### src/rtl/lbmw_pkg.sv
// Shared types, constants and fixed-point helpers for the moving-wall closure.
// No dependencies; lbm_moving_wall_closure, lbmw_cfg, lbmw_div and lbmw_tail import this package.
`timescale 1ns / 1ps

package lbmw_pkg;

    // Q4.28 signed fixed point.
    localparam int FRAC_BITS = 28;

    // APB register map: four 32-bit registers at byte addresses 4*i.
    localparam int ADDR_W   = 4;
    localparam int NUM_REGS = 4;

    typedef enum logic [1:0] {
        REG_BOT_U = 2'd0,
        REG_BOT_V = 2'd1,
        REG_TOP_U = 2'd2,
        REG_TOP_V = 2'd3
    } reg_idx_t;

    // Wide signed word for intermediate sums before saturation.
    typedef logic signed [47:0] wide_t;

    localparam logic signed [31:0] SMAX  = 32'sh7fff_ffff;
    localparam logic signed [31:0] SMIN  = 32'sh8000_0000;
    localparam wide_t              ONE_W = wide_t'(1) <<< FRAC_BITS;

    // Product of two Q words after scaling down.
    localparam int MULQ_W = 64 - FRAC_BITS;

    // Divider: signed dividend width, quotient bits, low dividend bits that
    // start out in the shift word rather than in the partial remainder.
    localparam int DVD_W   = 36;
    localparam int DIV_QW  = 33;
    localparam int DIV_PRE = DIV_QW - FRAC_BITS;
    localparam logic [DIV_QW-1:0] QLIM = DIV_QW'(1) << 31;

    // Reciprocal of nine: floor(y/9) = (y * RECIP9) >> RECIP_SHIFT for y < 2^35.
    localparam int                RECIP_SHIFT = 38;
    localparam logic [34:0]       RECIP9      = 35'd30541989661;
    localparam int                SPLIT       = 18;

    typedef struct packed {
        logic signed [31:0] bot_u;
        logic signed [31:0] bot_v;
        logic signed [31:0] top_u;
        logic signed [31:0] top_v;
    } wall_cfg_t;

    // Values that ride alongside the dividers.
    typedef struct packed {
        logic signed [31:0]       u;
        logic signed [31:0]       v;
        logic signed [MULQ_W-1:0] vvq;
        logic signed [MULQ_W-1:0] uvq;
        logic signed [33:0]       sum3;
        logic signed [33:0]       diff;
        logic signed [31:0]       rho;
        logic signed [31:0]       m;
        logic                     ov;
    } side_t;

    // Inputs of the polynomial and output section.
    typedef struct packed {
        logic signed [31:0]       w;
        logic signed [31:0]       e;
        logic signed [31:0]       d;
        logic signed [31:0]       v;
        logic signed [MULQ_W-1:0] vvq;
        logic signed [31:0]       rho;
        logic                     ov;
    } tail_t;

    function automatic logic sat_ov(input wide_t x);
        return (x > wide_t'(SMAX)) || (x < wide_t'(SMIN));
    endfunction

    function automatic logic signed [31:0] sat32(input wide_t x);
        logic signed [31:0] r;
        if (x > wide_t'(SMAX))
            r = SMAX;
        else if (x < wide_t'(SMIN))
            r = SMIN;
        else
            r = x[31:0];
        return r;
    endfunction

    // Scale a full product down by 2^FRAC_BITS, truncating toward zero.
    function automatic logic signed [MULQ_W-1:0] qtrunc(input logic signed [63:0] p);
        logic signed [MULQ_W-1:0] q;
        q = p[63:FRAC_BITS];
        if (p[63] && (p[FRAC_BITS-1:0] != '0))
            q = q + MULQ_W'(1);
        return q;
    endfunction

endpackage

### src/rtl/lbmw_cfg.sv
// APB register file holding the two plate velocities.
// Depends on lbmw_pkg.
`timescale 1ns / 1ps

module lbmw_cfg
    import lbmw_pkg::*;
(
    input  logic              clk,
    input  logic              rst_n,
    input  logic              psel,
    input  logic              penable,
    input  logic              pwrite,
    input  logic [ADDR_W-1:0] paddr,
    input  logic [31:0]       pwdata,
    output logic [31:0]       prdata,
    output logic              pready,
    output wall_cfg_t         cfg
);

    logic [31:0] cfg_reg [NUM_REGS];
    logic [1:0]  idx;

    assign idx    = paddr[ADDR_W-1:2];
    assign pready = 1'b1;
    assign prdata = cfg_reg[idx];

    always_ff @(posedge clk or negedge rst_n)
    begin
        if (!rst_n)
        begin
            for (int i = 0; i < NUM_REGS; i++)
                cfg_reg[i] <= '0;
        end
        else if (psel && penable && pwrite)
        begin
            cfg_reg[idx] <= pwdata;
        end
    end

    assign cfg.bot_u = cfg_reg[REG_BOT_U];
    assign cfg.bot_v = cfg_reg[REG_BOT_V];
    assign cfg.top_u = cfg_reg[REG_TOP_U];
    assign cfg.top_v = cfg_reg[REG_TOP_V];

endmodule

### config.mk
export PLATFORM = sky130hd
export DESIGN_NAME = lbmw_cfg
export DESIGN_NICKNAME = d
export VERILOG_FILES = /design/src/rtl/lbmw_pkg.sv /design/src/rtl/lbmw_cfg.sv
export SDC_FILE = /design/constraint.sdc
export NUM_CORES = 1
export LEC_CHECK = 0
export BUFFER_PORTS_ARGS = -buffer_cell sky130_fd_sc_hd__buf_2
export CAP_MARGIN = 20
export CORE_ASPECT_RATIO = 0.5
export CORE_MARGIN = 8
export CORE_UTILIZATION = 50
export CTS_CLUSTER_DIAMETER = 150
export DETAILED_ROUTE_END_ITERATION = 16
export PLACE_DENSITY_LB_ADDON = 0.15
export SYNTH_ARGS = -nofsm -noshare
export SYNTH_HDL_FRONTEND = slang
export SYNTH_SLANG_ARGS = --single-unit
export TNS_END_PERCENT = 30
### constraint.sdc
create_clock -name clk -period 2.1 [get_ports clk]
set_input_delay 0.42 -clock clk [delete_from_list [all_inputs] [get_ports clk]]
set_output_delay 0.42 -clock clk [all_outputs]
set_load 0.1 [all_outputs]
==> metrics.yaml <==
synth_fp_nets: 357
cts_max_level: 4
synth_warnings: 0
synth-edff-count: 0
cts_buffers: 17
crit_family: "buffers and inverters"
cts.sinks: 128
gp_congestion: 0.725
num_vias: 3632
route.detailed.drc: 0
slowest_stage: "mux4_2"
core-area_sq_mm: 0.0110
yosys.area.top_type_share: 0.571
nNetsFinal: 568
grt_pass1_wl_um: 22500
crit-reg2reg-launch: "cfg[73]$_DFFE_PN0P_"
cp-start-kind: "primary input"
critPathMaxFanout: 18
syn_area_sq_mm: 0.00561
dr_wl_met3_um: 980
die_width_um: 166
grt_max_degree: 73
grt_pass1_vias: 4005
cts_resized: 0
row_count: 27
crit_type: "primary input to output pin"
synth_ff_type: "dfrtp_1"
antenna_found_initial: 0
root_buffer: "clkbuf_16"
yosysSeqAreaShare: 0.571
hold_class: "primary input to asynchronous set/reset pin"
io_buffers: 198
synthDistinctLibCells: 15
post-place-ws_ns: 0.0387
die_height_um: 90.9
hpwl_um: 10100
synth-seq-cells: 128
grt_setup_unrepaired: "no"
cp.required_ns: 1.68
cp.arrival_ns: 1.63
viasPerCell: 5.30
drtIter0Drc: 154
wl_per_cell_um: 20.1
skew_ns: 0
routed_wirelength_um: 13800
r2r-end: "cfg[73]$_DFFE_PN0P_"
fill_cells: 809
grt.total_usage: 0.187
maxCapViolCount: 0
fin_ws_ns: 0.0495
syn_avg_cell_area_sq_um: 17.8
num_io_pins: 202
max_freq_ghz: 0.488
synth_most_common_cell: "dfrtp_1"
clk_pin_slew_ns: 0.06
final_hold_viol_count: 0
ctsHoldBuffers: 0
area_growth_pct: 34.8
setup_viol_count_final: 0
firstDrtPassIters: 4
crit_path_end_kind: "output pin"
layout-drive-gt1-share: 0.763
slew_violations: 0
yosys-top-cells-count: "dfrtp_1 (128), mux2_2 (115), mux4_2 (32), buf_2 (10), buf_6 (8)"
top_layer: "met4"
min_period_ns: 2.05
largest_reg_flops: 128
clock_latency_ns: 0.40
async_reset_ff_frac: 1.00
postRouteAntennaNets: 0
synth_top_cell_by_area: "dfrtp_1"
syn_inst: 316
worst-r2r-cell-count: 1
cpPeakStageDelay_ns: 0.53
grt-ovfl-total: 0
dr_wl_met2_um: 6500
die_area_sq_mm: 0.0151
cts_tree: "built"
status: "finished clean"
worst_path_most_repeated_cell: "buf_2"
synth_area_leaders: "dfrtp_1 (57%), mux2_2 (23%), mux4_2 (13%), buf_6 (1.6%), mux2_4 (1.6%)"
crit_cells: 4
clock_path_buffers: 2
period_share: 0.976
critPathLaunch: "paddr[2]"
critPathCapture: "prdata[5]"
antenna_cells: 0
reg2reg_slack_ns: 1.28
worstPathCellList: "buf_2 -> buf_12 -> mux4_2 -> buf_2"
postCtsSetupBuffers: 0
path_buf_inv: 3
wl_met1_um: 6160
start_util: 0.511
layer usage:
layer / up-vias / GRT usage
met3: 13 / 0.0782
met5: - / 0
met1: 1888 / 0.239
li1: 1613 / -
met4: 0 / 0.0556
met2: 118 / 0.288
cell usage in the layout, fill, tap and decap left out, drive strengths merged:
cell type	netlist	final
and3b	1	1
clkbuf	3	20
dfrtp	128	128
and3	1	1
mux4	32	32
inv	0	1
nor3b	1	1
clkinv	0	3
nand3b	1	1
conb	1	1
clkinvlp	0	2
nand3	1	1
buf	19	214
mux2	128	128
bufinv	0	6
final cells by class:
class | count | area [sq um] | share of cell area
Clock buffer | 20 | 457 | 0.0604
Sequential cell | 128 | 3210 | 0.425
Tap cell | 145 | 181 | 0.0240
Multi-Input combinational cell | 166 | 2260 | 0.298
Timing Repair Buffer | 214 | 1230 | 0.162
Clock inverter | 12 | 230 | 0.0304
stage by stage:
stage	util	hold WS, ns	area [sq um]	std cells	setup TNS (ns)
after floorplan	-	0.124	5630	316	-0.00121
after global placement	0.627	0.450	6880	653	0
after detailed placement	0.627	0.453	6880	653	0
after CTS	0.689	0.0159	7570	685	0
after global routing	0.689	0.0340	7570	685	0
final	0.689	0.0194	7570	685	0
how the worst min path moves through the flow:
stage,cells past startpoint,end
after detailed placement,2,cfg[107]$_DFFE_PN0P_
after global routing,2,cfg[75]$_DFFE_PN0P_
after global placement,2,cfg[108]$_DFFE_PN0P_
final,2,cfg[108]$_DFFE_PN0P_
after CTS,2,cfg[108]$_DFFE_PN0P_
after floorplan,0,cfg[0]$_DFFE_PN0P_
cells by family after synthesis:
group                  share of synthesized area
buffers and inverters                     0.0283
DFF                                        0.571
muxes                                      0.389
other                                   0.000668
and+or+nand+nor                           0.0114
Power is left out: the tool's default activity adds up to more than one toggle a clock period on the data nets, which glitch-free logic cannot reach.
